### src/bmd_pkg.sv
package bmd_pkg;

  // Fixed field widths
  localparam int unsigned PIX_W          = 16;
  localparam int unsigned SUM_W          = 24;
  localparam int unsigned FRAC_W         = 8;
  localparam int unsigned MEAN_W         = 24;
  localparam int unsigned ROW_W          = 12;
  localparam int unsigned MAX_IMAGE_COLS = 2048;
  localparam int unsigned MAX_IMAGE_ROWS = 4096;
  localparam int unsigned MAX_BLOCK      = 16;
  localparam int unsigned COL_W          = $clog2(MAX_IMAGE_COLS);
  localparam int unsigned IMG_ROWS_W     = 13;
  localparam int unsigned IMG_COLS_W     = 12;
  localparam int unsigned BLK_W          = 5;
  localparam int unsigned IN_BLK_W       = $clog2(MAX_BLOCK);
  localparam int unsigned CNT_W          = $clog2(MAX_BLOCK * MAX_BLOCK) + 1;
  localparam int unsigned DIVD_W         = SUM_W + FRAC_W;

  // Configuration port
  localparam int unsigned CFG_W     = 13;
  localparam int unsigned CFG_IDX_W = 2;
  localparam logic [CFG_IDX_W-1:0] REG_BLOCK_ROWS = 2'd0;
  localparam logic [CFG_IDX_W-1:0] REG_BLOCK_COLS = 2'd1;
  localparam logic [CFG_IDX_W-1:0] REG_IMAGE_ROWS = 2'd2;
  localparam logic [CFG_IDX_W-1:0] REG_IMAGE_COLS = 2'd3;

  // Queue between front and back
  localparam int unsigned Q_DEPTH = 4;
  localparam int unsigned Q_PTR_W = $clog2(Q_DEPTH);

  localparam logic [SUM_W-1:0] SUM_MAX = {SUM_W{1'b1}};

  // One classified pixel on its way to the accumulator
  typedef struct packed {
    logic [PIX_W-1:0] pixel;
    logic [COL_W-1:0] slot;
    logic [ROW_W-1:0] out_row;
    logic [CNT_W-1:0] count;
    logic             emit;
    logic             frame_end;
  } item_t;

endpackage

### src/bmd_queue.sv
module bmd_queue (
  input  logic           clk_i,
  input  logic           rst_ni,
  input  logic           push_i,
  input  bmd_pkg::item_t push_item_i,
  input  logic           pop_i,
  output bmd_pkg::item_t head_o,
  output logic           full_o,
  output logic           empty_o
);
  import bmd_pkg::*;

  item_t              slots_q [Q_DEPTH];
  logic [Q_PTR_W-1:0] wr_ptr_q, rd_ptr_q;
  logic [Q_PTR_W:0]   fill_q;

  assign full_o  = fill_q == (Q_PTR_W+1)'(Q_DEPTH);
  assign empty_o = fill_q == '0;
  assign head_o  = slots_q[rd_ptr_q];

  always_ff @(posedge clk_i) begin
    if (push_i) slots_q[wr_ptr_q] <= push_item_i;
  end

  always_ff @(posedge clk_i or negedge rst_ni) begin
    if (!rst_ni) begin
      wr_ptr_q <= '0;
      rd_ptr_q <= '0;
      fill_q   <= '0;
    end else begin
      if (push_i) wr_ptr_q <= wr_ptr_q + Q_PTR_W'(1);
      if (pop_i)  rd_ptr_q <= rd_ptr_q + Q_PTR_W'(1);
      case ({push_i, pop_i})
        2'b10:   fill_q <= fill_q + (Q_PTR_W+1)'(1);
        2'b01:   fill_q <= fill_q - (Q_PTR_W+1)'(1);
        default: ;
      endcase
    end
  end

endmodule

### config.mk
export PLATFORM = sky130hd
export DESIGN_NAME = bmd_queue
export DESIGN_NICKNAME = d
export VERILOG_FILES = /design/src/bmd_pkg.sv /design/src/bmd_queue.sv
export SDC_FILE = /design/constraint.sdc
export NUM_CORES = 1
export LEC_CHECK = 0
export BUFFER_PORTS_ARGS = -buffer_cell sky130_fd_sc_hd__buf_2
export CORE_UTILIZATION = 30
export CTS_CLUSTER_DIAMETER = 50
export CTS_CLUSTER_SIZE = 28
export DETAILED_ROUTE_END_ITERATION = 16
export PLACE_DENSITY = 0.49
export SETUP_SLACK_MARGIN = 0.4
export SLEW_MARGIN = 20
export SYNTH_ARGS = -nofsm -noshare
export SYNTH_HDL_FRONTEND = slang
export SYNTH_SLANG_ARGS = --single-unit
### constraint.sdc
create_clock -name clk_i -period 3.2 [get_ports clk_i]
set_clock_uncertainty 0.15 [all_clocks]
set_input_delay 0.16 -clock clk_i [delete_from_list [all_inputs] [get_ports clk_i]]
set_output_delay 0.16 -clock clk_i [all_outputs]
set_load 0.01 [all_outputs]
Yosys cells after proc, flatten, opt, wreduce, memory -nomap -nowiden
Memory sizes are Yosys's and may differ from the RTL's.
Index checks and enable logic that the tools add are counted.
{"block": "word_totals", "register_bits": 7, "ram_bits": 200, "mem_count": 1}
{"name": "slots_q", "depth": 4, "width": 50, "read_ports": 1, "rd_ports_with_merged_regs": 0, "write_ports": 1, "line": "bmd_queue.sv:13", "text": "item_t slots_q [Q_DEPTH];"}
{"block": "op_classes", "n_addsub": 4, "eq_ne": 3, "n_mux": 3, "n_reduce_logical": 2}
{"op": "case mux 3 bit (2 select lines)", "count": 1}
{"op": "adder 2 x 1 -> 2 bit, second input constant", "count": 2}
{"op": "adder 3 x 1 -> 3 bit, second input constant", "count": 1}
{"op": "== test 3 bit, second input constant", "count": 1}
{"op": "zero test 3 bit", "count": 1}
{"op": "subtractor 3 x 1 -> 3 bit, second input constant", "count": 1}
{"op": "== test 2 x 1 -> 1 bit, second input constant", "count": 1}
{"op": "== test 2 bit, second input constant", "count": 1}
{"op": "two-way mux 1 bit", "count": 2}
{"op": "nonzero test 2 bit", "count": 1}

Longest topological paths before layout
{"block": "logic_depth", "word_depth": 2, "ltp_mapped": 7, "depth_no_buf": 7}

Least setup slack after synthesis
OpenSTA, ideal clock, no wires.
{"block": "synth_path", "kind": "reg2reg", "start": "register wr_ptr_q[0]", "end": "memory slots_q[2][0] (netlist name) (enable)", "setup_time_ns": 0.413, "t_arrival_ns": 1.813, "t_required_ns": 2.637, "setup_slack_ns": 0.825, "path_stages_with_launch": 4, "path_buffers": 0, "path_cell_list": "dfrtp_1 inv_1 ha_1 and2_1"}
{"element": "start, declared", "line": "bmd_queue.sv:14", "text": "logic [Q_PTR_W-1:0] wr_ptr_q, rd_ptr_q;"}
{"element": "start signal, assigned", "line": "bmd_queue.sv:31", "text": "if (push_i) wr_ptr_q <= wr_ptr_q + Q_PTR_W'(1);"}
{"element": "end, declared", "line": "bmd_queue.sv:13"}
No word-level cell before the write port.

==> impl_metrics.yaml <==
outcome:
  outcome: "completed"
critical_path:
  reg2reg_to: "slots_q[0][24]$_DFFE_PP_"
  crit_path_max_fanout: 16
  path_cells: "buf_4 -> mux4_1 -> buf_2"
  r2r-start: "wr_ptr_q[0]$_DFFE_PN0P_"
  crit_family: "flip-flops"
  ff2ff_path_depth: 4
  worst_path_max_delay_cell: "dfrtp_4"
  critPathMaxStageDelay_ns: 0.63
  critPathLaunch: "rd_ptr_q[0]$_DFFE_PN0P_"
  worst_setup_path_start_kind: "flip-flop"
  end_kind: "output pin"
  arrival_ns: 2.20
  crit_type: "flip-flop to output pin"
  reg2reg_slack_ns: 1.23
  cp.required_ns: 2.89
  crit_buf_inv: 2
pwr:
  leakagePower_nw: 3.43
  power.density_nw_per_um2: 876
  ir_drop_mv: 0.381
global_route:
  grt.total_usage_pct: 11.3
  grt_pass1_wl_mm: 22.2
  overflow: 0
  grt_max_degree: 51
  antenna_found_initial: 1
  grt_pass1_vias: 3930
routing:
  first_iter_violations: 154
  drt.antenna.violating_nets: 0
  wire_per_inst_um: 17.5
  dr_total_vias: 3638
  via_per_inst: 4.40
  drt_wl_total_mm: 14.5
  first_pass_iters: 4
  drc: 0
placed_design:
  place_ws_ns: 1.16
  io_buffers: 105
  dp_hpwl_mm: 8.45
  globalplace.congestion: 0.651
  dp_cells: 731
job:
  cap_violations: 0
layout:
  fin_cells: 826
  area_growth_pct: 28.8
  drive_above_1_share_pct: 41.8
  final_nets: 539
synthesis:
  synth_seq_cells: 207
  yosysSeqAreaShare_pct: 80.5
  ys_warn_count: 0
  synth_area_um2: 7670
  avgSynthCellArea_um2: 25.7
  synth.distinct_cells: 19
  syn_nets: 359
  syn_inst: 299
floorplan:
  die-width_um: 162
  core.rowCount: 58
  core-area_um2: 25100
  start_util_pct: 30.6
  io_pins: 106
  dieArea_um2: 26200
  die_y_um: 162
clock_network:
  cts_buffers: 22
  cts_tree: "yes"
  cts_resized: 0
  clk_path_buf_depth: 3
  postCtsHoldBufs: 54
  cts.clk_slew.worst_paths_ns: 0.07
  clock_latency_ns: 0.50
  cts_setup_buffers: 0
  cts-root-buf: "clkbuf_16"
  htree_levels: 1
  clock-sinks: 207
sta:
  setup_violations: 0
  period_needed_ns: 2.51
  setup_tns_ns: 0
  slew-limit-headroom_pct: 51.1
  setup_ws_ns: 0.691
  worstMarginPinSlew_ns: 0.734
  clock.fmax_mhz: 399
  hold_viol: 0
  drv_slew: 0
  period_share_pct: 78.4
  rsz0062_at_grt: "no"
min_path:
  min_path_cells: 2
  whs_endpoint: "slots_q[2][39]$_DFFE_PP_"
  min-delay-start: "push_item_i[39]"
  holdCritPathClass: "input port to flip-flop"
where the power goes:
group / switching, W / internal (W) / total, W
logic: 0.00118 / 0.00115 / 0.00233
registers: 0.000249 / 0.00355 / 0.00380
clock network: 0.00112 / 0.00141 / 0.00253
worst max path at each step:
stage / endpoint / slack, ns / depth (start not counted)
3_3_place_gp: head_o[0] / 1.15 / 3
6_report: head_o[0] / 0.69 / 3
3_5_place_dp: head_o[0] / 1.16 / 3
2_1_floorplan: slots_q[2][0]$_DFFE_PP_ / 0.82 / 3
5_1_grt: head_o[0] / 0.56 / 3
4_1_cts: head_o[0] / 0.60 / 3
synthesized netlist by cell type:
cell | instances | area [um2]
xnor2_1 | 2 | 17.5
xor2_1 | 4 | 35.0
mux4_1 | 2 | 52.6
and3_1 | 1 | 6.26
buf_12 | 5 | 100
edfxtp_1 | 200 | 6010
dfrtp_1 | 7 | 175
nor3_1 | 1 | 5.00
o21ai_0 | 2 | 10.0
buf_2 | 5 | 25.0
ha_1 | 5 | 62.6
fa_1 | 1 | 20.0
buf_6 | 1 | 11.3
nor2_1 | 1 | 3.75
mux4_2 | 48 | 1080
and2_1 | 4 | 25.0
clkbuf_1 | 1 | 3.75
inv_1 | 6 | 22.5
nand2_1 | 3 | 11.3
cell families after synthesis:
kind of cell,Yosys count,share of synthesized area [%]
compound gates,2,0.130
xor+xnor,6,0.685
fa+ha+maj,6,1.08
buf+inv,18,2.12
flops,207,80.5
mux,50,14.8
simple gates,10,0.668
per-layer routing:
metal / up-vias / GRT usage [%] / share of wire [%]
met3: 25 / 2.89 / 6.5
met2: 107 / 18.9 / 49
met5: - / 0 / 0
met4: 0 / 3.13 / 1.6
li1: 1635 / - / -
met1: 1871 / 14.6 / 43
registers in the layout, summed over array words and instances, names as in the netlist:
signal,flops
wr_ptr_q,2
slots_q,200
rd_ptr_q,2
fill_q,3
metrics by stage:
stage / util, % / total power [W] / instance area [um2] / hold slack [ns]
final: 39.4 / 0.00866 / 9880 / 0.246
after CTS: 39.4 / 0.00886 / 9880 / 0.225
after global routing: 39.4 / 0.00911 / 9880 / 0.234
after floorplan: - / 0.00539 / 7670 / -0.286
after detailed placement: 34.2 / 0.00624 / 8600 / -0.138
after global placement: 34.2 / 0.00620 / 8600 / -0.144
layout by cell type (no fill, tap or decap), drive strengths merged, types with 2 or more instances in the layout:
master and instances:
clkbuf 23, and2 4, ha 5, xor2 4, nand2 3, o21ai 2, dfrtp 7, clkinv 6
buf 114, inv 14, xnor2 2, clkinvlp 2, dlygate4sd3 54, mux4 50, edfxtp 200
final cells by class:
cell class	count	area, um2
clock buffers	23	554
diodes	1	2.50
repair buffers	168	1180
flip-flops and latches	207	6190
fillers	2298	15200
clock inverters	17	188
well taps	330	413
multi-input cells	74	1340
inverters	6	22.5
Power figures use the tool's default switching activity.
