==> src/bmd_pkg.sv <==
package bmd_pkg;

  // Fixed field widths
  localparam int unsigned PIX_W          = 16;
  localparam int unsigned SUM_W          = 24;
  localparam int unsigned FRAC_W         = 8;
  localparam int unsigned MEAN_W         = 24;
  localparam int unsigned ROW_W          = 12;
  localparam int unsigned MAX_IMAGE_COLS = 2048;
  localparam int unsigned MAX_IMAGE_ROWS = 4096;
  localparam int unsigned MAX_BLOCK      = 16;
  localparam int unsigned COL_W          = $clog2(MAX_IMAGE_COLS);
  localparam int unsigned IMG_ROWS_W     = 13;
  localparam int unsigned IMG_COLS_W     = 12;
  localparam int unsigned BLK_W          = 5;
  localparam int unsigned IN_BLK_W       = $clog2(MAX_BLOCK);
  localparam int unsigned CNT_W          = $clog2(MAX_BLOCK * MAX_BLOCK) + 1;
  localparam int unsigned DIVD_W         = SUM_W + FRAC_W;

  // Configuration port
  localparam int unsigned CFG_W     = 13;
  localparam int unsigned CFG_IDX_W = 2;
  localparam logic [CFG_IDX_W-1:0] REG_BLOCK_ROWS = 2'd0;
  localparam logic [CFG_IDX_W-1:0] REG_BLOCK_COLS = 2'd1;
  localparam logic [CFG_IDX_W-1:0] REG_IMAGE_ROWS = 2'd2;
  localparam logic [CFG_IDX_W-1:0] REG_IMAGE_COLS = 2'd3;

  // Queue between front and back
  localparam int unsigned Q_DEPTH = 4;
  localparam int unsigned Q_PTR_W = $clog2(Q_DEPTH);

  localparam logic [SUM_W-1:0] SUM_MAX = {SUM_W{1'b1}};

  // One classified pixel on its way to the accumulator
  typedef struct packed {
    logic [PIX_W-1:0] pixel;
    logic [COL_W-1:0] slot;
    logic [ROW_W-1:0] out_row;
    logic [CNT_W-1:0] count;
    logic             emit;
    logic             frame_end;
  } item_t;

endpackage

==> src/bmd_front.sv <==
module bmd_front (
  input  logic                             clk_i,
  input  logic                             rst_ni,
  input  logic                             accept_i,
  input  logic [bmd_pkg::PIX_W-1:0]        pixel_i,
  input  logic                             cfg_we_i,
  input  logic [bmd_pkg::CFG_IDX_W-1:0]    cfg_index_i,
  input  logic [bmd_pkg::CFG_W-1:0]        cfg_data_i,
  output bmd_pkg::item_t                   item_o
);
  import bmd_pkg::*;

  logic [BLK_W-1:0]      block_rows_q, block_cols_q;
  logic [IMG_ROWS_W-1:0] image_rows_q;
  logic [IMG_COLS_W-1:0] image_cols_q;

  logic [BLK_W-1:0]      br, bc;
  logic [IMG_ROWS_W-1:0] ir;
  logic [IMG_COLS_W-1:0] ic;

  logic [ROW_W-1:0]    row_pos_q, row_pos_d;
  logic [COL_W-1:0]    col_pos_q, col_pos_d;
  logic [IN_BLK_W-1:0] row_in_blk_q, row_in_blk_d;
  logic [IN_BLK_W-1:0] col_in_blk_q, col_in_blk_d;
  logic [COL_W-1:0]    blk_col_idx_q, blk_col_idx_d;
  logic [ROW_W-1:0]    blk_row_idx_q, blk_row_idx_d;

  logic col_last, row_last, blk_col_last, blk_row_last;
  logic [2*BLK_W-1:0] count_full;

  always_ff @(posedge clk_i or negedge rst_ni) begin
    if (!rst_ni) begin
      block_rows_q <= BLK_W'(2);
      block_cols_q <= BLK_W'(2);
      image_rows_q <= IMG_ROWS_W'(512);
      image_cols_q <= IMG_COLS_W'(512);
    end else if (cfg_we_i) begin
      unique case (cfg_index_i)
        REG_BLOCK_ROWS: block_rows_q <= cfg_data_i[BLK_W-1:0];
        REG_BLOCK_COLS: block_cols_q <= cfg_data_i[BLK_W-1:0];
        REG_IMAGE_ROWS: image_rows_q <= cfg_data_i[IMG_ROWS_W-1:0];
        REG_IMAGE_COLS: image_cols_q <= cfg_data_i[IMG_COLS_W-1:0];
        default: ;
      endcase
    end
  end

  // Clamp register values into their legal ranges
  always_comb begin
    br = block_rows_q;
    if (block_rows_q == '0) br = BLK_W'(1);
    else if (block_rows_q > BLK_W'(MAX_BLOCK)) br = BLK_W'(MAX_BLOCK);
    bc = block_cols_q;
    if (block_cols_q == '0) bc = BLK_W'(1);
    else if (block_cols_q > BLK_W'(MAX_BLOCK)) bc = BLK_W'(MAX_BLOCK);
    ir = image_rows_q;
    if (image_rows_q == '0) ir = IMG_ROWS_W'(1);
    else if (image_rows_q > IMG_ROWS_W'(MAX_IMAGE_ROWS)) ir = IMG_ROWS_W'(MAX_IMAGE_ROWS);
    ic = image_cols_q;
    if (image_cols_q == '0) ic = IMG_COLS_W'(1);
    else if (image_cols_q > IMG_COLS_W'(MAX_IMAGE_COLS)) ic = IMG_COLS_W'(MAX_IMAGE_COLS);
  end

  assign col_last     = (IMG_COLS_W'(col_pos_q) + IMG_COLS_W'(1)) >= ic;
  assign row_last     = (IMG_ROWS_W'(row_pos_q) + IMG_ROWS_W'(1)) >= ir;
  assign blk_col_last = col_last || ((BLK_W'(col_in_blk_q) + BLK_W'(1)) >= bc);
  assign blk_row_last = row_last || ((BLK_W'(row_in_blk_q) + BLK_W'(1)) >= br);

  assign count_full = (BLK_W'(row_in_blk_q) + BLK_W'(1)) * (BLK_W'(col_in_blk_q) + BLK_W'(1));

  always_comb begin
    item_o.pixel     = pixel_i;
    item_o.slot      = blk_col_idx_q;
    item_o.out_row   = blk_row_idx_q;
    item_o.count     = count_full[CNT_W-1:0];
    item_o.emit      = blk_col_last && blk_row_last;
    item_o.frame_end = col_last && row_last;
  end

  // Advance raster and block positions
  always_comb begin
    row_pos_d     = row_pos_q;
    col_pos_d     = col_pos_q;
    row_in_blk_d  = row_in_blk_q;
    col_in_blk_d  = col_in_blk_q;
    blk_col_idx_d = blk_col_idx_q;
    blk_row_idx_d = blk_row_idx_q;
    if (col_last) begin
      col_pos_d     = '0;
      col_in_blk_d  = '0;
      blk_col_idx_d = '0;
      if (row_last) begin
        row_pos_d     = '0;
        row_in_blk_d  = '0;
        blk_row_idx_d = '0;
      end else begin
        row_pos_d = row_pos_q + ROW_W'(1);
        if (blk_row_last) begin
          row_in_blk_d  = '0;
          blk_row_idx_d = blk_row_idx_q + ROW_W'(1);
        end else begin
          row_in_blk_d = row_in_blk_q + IN_BLK_W'(1);
        end
      end
    end else begin
      col_pos_d = col_pos_q + COL_W'(1);
      if (blk_col_last) begin
        col_in_blk_d  = '0;
        blk_col_idx_d = blk_col_idx_q + COL_W'(1);
      end else begin
        col_in_blk_d = col_in_blk_q + IN_BLK_W'(1);
      end
    end
  end

  always_ff @(posedge clk_i or negedge rst_ni) begin
    if (!rst_ni) begin
      row_pos_q     <= '0;
      col_pos_q     <= '0;
      row_in_blk_q  <= '0;
      col_in_blk_q  <= '0;
      blk_col_idx_q <= '0;
      blk_row_idx_q <= '0;
    end else if (accept_i) begin
      row_pos_q     <= row_pos_d;
      col_pos_q     <= col_pos_d;
      row_in_blk_q  <= row_in_blk_d;
      col_in_blk_q  <= col_in_blk_d;
      blk_col_idx_q <= blk_col_idx_d;
      blk_row_idx_q <= blk_row_idx_d;
    end
  end

endmodule

==> config.mk <==
export PLATFORM = sky130hd
export DESIGN_NAME = bmd_front
export DESIGN_NICKNAME = d
export VERILOG_FILES = /design/src/bmd_pkg.sv /design/src/bmd_front.sv
export SDC_FILE = /design/constraint.sdc
export NUM_CORES = 1
export LEC_CHECK = 0
export ABC_AREA = 1
export BUFFER_PORTS_ARGS = -buffer_cell sky130_fd_sc_hd__buf_2
export CAP_MARGIN = 20
export CELL_PAD_IN_SITES_DETAIL_PLACEMENT = 1
export CELL_PAD_IN_SITES_GLOBAL_PLACEMENT = 2
export CORE_MARGIN = 2
export CORE_UTILIZATION = 37
export DETAILED_ROUTE_END_ITERATION = 16
export HOLD_SLACK_MARGIN = 0.06
export PLACE_DENSITY = 0.94
export RECOVER_POWER = 100
export REMOVE_ABC_BUFFERS = 1
export SLEW_MARGIN = 10
export SYNTH_ARGS = -nofsm -noshare
export SYNTH_HDL_FRONTEND = slang
export SYNTH_SLANG_ARGS = --single-unit
==> constraint.sdc <==
create_clock -name clk_i -period 7.89 [get_ports clk_i]
set_input_delay 1.1835 -clock clk_i [delete_from_list [all_inputs] [get_ports clk_i]]
set_output_delay 1.1835 -clock clk_i [all_outputs]
set_load 0.01 [all_outputs]
=== Word-level counts from Yosys, hierarchy flattened ===
Cells that the tools add are included.

* Register bits after elaboration: 89
* Bits in latches: 0
* Memory bits (writable): 0
* Memory bits (read-only): 0
* Bits of input ports: 35
* Output and inout port bits: 50
* Logic and storage cells: 70
* Memories: 0

* Add/subtract/negate cells: 12
* Multipliers: 1
* Div/mod/pow operators: 0
* Order comparisons: 8
* Eq/ne operators: 3
* Shift operators: 0
* Muxes and demuxes: 18
* Bitwise gates (word level): 0
* Reductions and logical operators: 18

{| class="wikitable"
|+ Operators by type and width
! operator !! number
|-
| 12-bit two-way mux || 5
|-
| 11-bit two-way mux || 3
|-
| 13-bit two-way mux || 2
|-
| 12-bit by 1-bit adder with 12-bit output, second input constant || 2
|-
| 11-bit by 1-bit adder with 11-bit output, second input constant || 2
|-
| 4-bit by 1-bit adder with 5-bit output, second input constant || 4
|-
| 5-bit two-way mux || 4
|-
| 4-bit two-way mux || 4
|-
| 12-bit by 1-bit adder with 13-bit output, second input constant || 1
|-
| 13-bit >= comparator || 1
|-
| 13-bit greater-than comparator, second input constant || 1
|-
| 13-bit zero test || 1
|-
| 11-bit by 1-bit adder with 12-bit output, second input constant || 1
|-
| 12-bit >= comparator || 1
|-
| 12-bit greater-than comparator, second input constant || 1
|-
| 12-bit zero test || 1
|-
| 2-bit AND reduction || 6
|-
| 5-bit >= comparator || 2
|-
| 5-bit greater-than comparator, second input constant || 2
|-
| 5-bit zero test || 2
|-
| 5-bit by 5-bit multiplier with 9-bit output || 1
|-
| 4-bit by 1-bit adder with 4-bit output, second input constant || 2
|-
| 2-bit equality test, second input constant || 2
|-
| 2-bit nonzero test || 2
|-
| other kinds (5) || 7
|}

=== Depth between registers and ports, before layout ===
* Depth after elaboration: 7
* Mapped depth: 19

=== Least setup slack after synthesis ===
No wires, ideal clock.

* Path type: register to output
* Start point: register row_in_blk_q[0]
* End point: output item_o[9] (netlist name)
* Arrival: 3.619 ns
* Data required time: 6.707 ns
* Setup slack: 3.088 ns
* Stages on the path, launching flop included: 14
* Path buffers: 0
* Cells stage by stage: dfrtp_1 > ha_1 > xor2_1 > nand2_1 > fa_1 > fa_1 > fa_1 > inv_1 > ha_1 > nand3_1 > nand2_1 > a21oi_1 > o21ai_0 > xor2_1

{| class="wikitable"
|+ RTL lines
! element !! RTL line !! source
|-
| start, declared || bmd_front.sv:23 || <nowiki>logic [IN_BLK_W-1:0] row_in_blk_q, row_in_blk_d;</nowiki>
|-
| start signal, assigned || bmd_front.sv:127 || <nowiki>row_in_blk_q <= row_in_blk_d;</nowiki>
|-
| end, declared || bmd_front.sv:9 || <nowiki>output bmd_pkg::item_t item_o</nowiki>
|}

==> out/summary.txt <==
Synth Flop Type: dfrtp_1
Cell Area, Synth: 6366 um2
initial antenna violation count: 0
Root Driver: clkbuf_16
clk slew on worst S/H paths: 0.07 ns
Critical-path top delay cell: fa_1
DR WL/cell: 14.76 um
Die W: 135.2 um
top-count cell post-synth: nand2_1
Die H: 135.2 um
total grt overflow: 0
placed wire-length estimate: 12,320 um
Unique masters post-synth: 42
via count: 5,343
crit path DAT: 4.45 ns
RSZ-0062 raised after global routing: false
count of final setup violators: 0
type of the most critical hold path: register to register
post-CTS setup buffer count: 0
first-pass GRT wire length: 27,680 um
TNS Setup: 0 ns
Pre-antenna DRT Iters: 4
Top cell by count, worst path: fa_1
final instance area: 6853 um2
CTS Buf Count: 9
Tot Pwr: 1.879 mW
YS warnings: 0
Port Buffer Count: 52
Pwr Density: 274.2 nW/um2
worst skew pair latency: 0.37 ns
syn avg cell area: 7.633 um2
synth top area cells: dfrtp_1 (33%), nand2_1 (16%), ha_1 (11%)
Pins Over Slew Limit: 76
Ant. Diodes: 0
Slew headroom: -181.1%
Power Internal: 1.020 mW
# clock sinks: 89
post-synthesis register bit count: 89
Cells after Synth: 834
clock skew: 0.01107 ns
post-CTS sizing: 0
core area: 16,700 um2
largest net degree at the start of global routing: 76
htree depth: 3
maximum fanout along the worst path: 7
die area: 18,270 um2
Seq pwr share: 33.6%
Max rail drop VDD: 0.0001232 V
Post-route DRC: 0
sequential area share after synthesis: 35.06%
CP Launch Type: register
max-cap violations: 1
Largest stage delay, worst path: 0.54 ns
CTS tree: yes
vias in the first global route: 5,717
leak pwr: 3.612 nW
CP endpoint kind: output port
Total GRT Usage: 19.01%
Post-synth EDFFs: 0
post-synth top area cell: dfrtp_1
Final Hold Vio Count: 0
Clk network pwr share: 23.3%
CP Cell Sequence: ha_1, xor2_1, nand2_1, fa_1, fa_1, fa_1, inv_1, ha_1, a21oi_1, nand2_1, a21oi_1, o21ai_0, xor2_1, clkbuf_1
power share of the combinational group: 43.1%
Via density: 4.888
fin crit share: 71.36%
Initial Utilization: 38.12%
outcome: complete, but fails checks
violation count after the first detailed-route iteration: 217
Worst Path Required: 6.71 ns
Synth async-reset ratio: 100.0%
fmax: 177.6 MHz
num ports: 85
share of layout cells above drive strength 1: 5.384%
Period minus WS final: 5.631 ns
post-synth top area share: 33.41%
Net Sw Frac: 45.71%
placed cell area: 6698 um2
NetSw: 0.8588 mW
GP Congestion: 0.7713
Worst Tran Pin Value: 4.217 ns
WS Path Type: register to output port
CTS Buffer Depth: 2
final wirelength: 16,130 um
Synth top cells by count: nand2_1 (276), inv_1 (95), dfrtp_1 (85)
Final nets: 969
CTS Hold Bufs: 0
post-route ant nets: 0
failing checks: capacitance limit, slew limit
Filler cells: 2,130
Layout area overhead: 7.645%
Cell Rows: 47
[cells in the final DEF (no fill, tap or decap), types with 2 or more instances in the layout]
cell type,synthesis,routed
a21oi_1,16,18
buf_2,3,15
clkbuf_1,4,38
clkbuf_16,0,9
clkinv_8,0,2
dfrtp_1,85,85
dfstp_2,4,4
fa_1,8,8
ha_1,58,58
inv_1,95,95
inv_2,3,2
inv_6,0,2
nand2_1,276,280
nand3_1,51,53
nand3_2,4,2
nand4_1,2,2
nor2_1,58,62
nor2_2,2,2
nor3_1,6,6
nor4_1,6,6
o21ai_0,51,57
o21ai_1,7,2
o21bai_1,2,2
or2_1,3,3
xnor2_1,9,9
xor2_1,35,35
[path summary, 6_finish.rpt]
check	start	to	slack, ns	depth (start not counted)
max in group asynchronous	rst_ni	image_cols_q[1]	2.48	2
hold / removal	image_rows_q[9]	image_rows_q[9]	0.50	2
setup / recovery	col_in_blk_q[0]	item_o[9]	2.26	14
setup reg to reg	col_pos_q[0]	row_pos_q[2]	3.57	17
min in group asynchronous	rst_ni	image_cols_q[7]	0.90	1
hold reg to reg	image_rows_q[9]	image_rows_q[9]	0.50	2
[worst max-delay path, delay by kind of cell (launching register included)]
family	cells	cell delay [ns]
AOI/OAI and AO/OA	3	0.41
and+or+nand+nor	2	0.25
adders and majority gates	5	2.13
xor gates and xnor gates	2	0.59
buffers and inverters	2	0.20
DFF	1	0.48
[power groups by stage]
stage	clock (mW)	sequential [mW]	combinational (mW)
detailed placement	0	0.638	0.880
global placement	0	0.634	0.846
floorplan	0	0.615	0.619
CTS	0.451	0.630	0.885
global route	0.468	0.643	0.938
finish	0.438	0.631	0.809
[registers in the layout, summed over array words and instances (netlist names)]
| register | cells |
|---|---|
| blk_col_idx_q | 11 |
| blk_row_idx_q | 12 |
| block_cols_q | 5 |
| block_rows_q | 5 |
| col_in_blk_q | 4 |
| col_pos_q | 11 |
| image_cols_q | 12 |
| image_rows_q | 13 |
| row_in_blk_q | 4 |
| row_pos_q | 12 |
[area by class of cell]
cell class,instances,area (um2),share of cell area (%)
repair buffers,53,217.7,3.177
inverters,98,367.9,5.368
clock inverters,7,75.07,1.095
flip-flops and latches,89,2232,32.57
well taps,220,275.3,4.017
multi-input cells,617,3460,50.48
clock buffers,9,225.2,3.286
[layer usage]
metal | wire [um] | GRT usage [%] | up-vias
met5 | 0 | 0 | -
met1 | 7799 | 25.03 | 2580
met3 | 479 | 4.340 | 16
li1 | - | - | 2689
met4 | 177 | 4.225 | 0
met2 | 7676 | 32.01 | 58
[per-stage QoR]
stage          worst slack (ns)  cells  util, %  hold slack (ns)
5_1_grt                   1.601   1093    41.03           0.5330
3_3_place_gp              2.731   1077    40.10           0.4926
3_5_place_dp              2.685   1077    40.10           0.4874
4_1_cts                   2.276   1093    41.90           0.5058
2_1_floorplan             3.088    804        -           0.4646
6_report                  2.259   1093    41.03           0.5027
[cell families after synthesis]
family	count (synthesis)	share of synthesized area [%]
AO/OA/AOI/OAI	80	6.722
XOR/XNOR	44	6.053
buffers and inverters	128	9.139
flip-flops	89	35.06
adder cells (fa/ha/maj)	66	13.92
AND/OR/NAND/NOR	427	29.11
(Power assumes the default switching activity.)
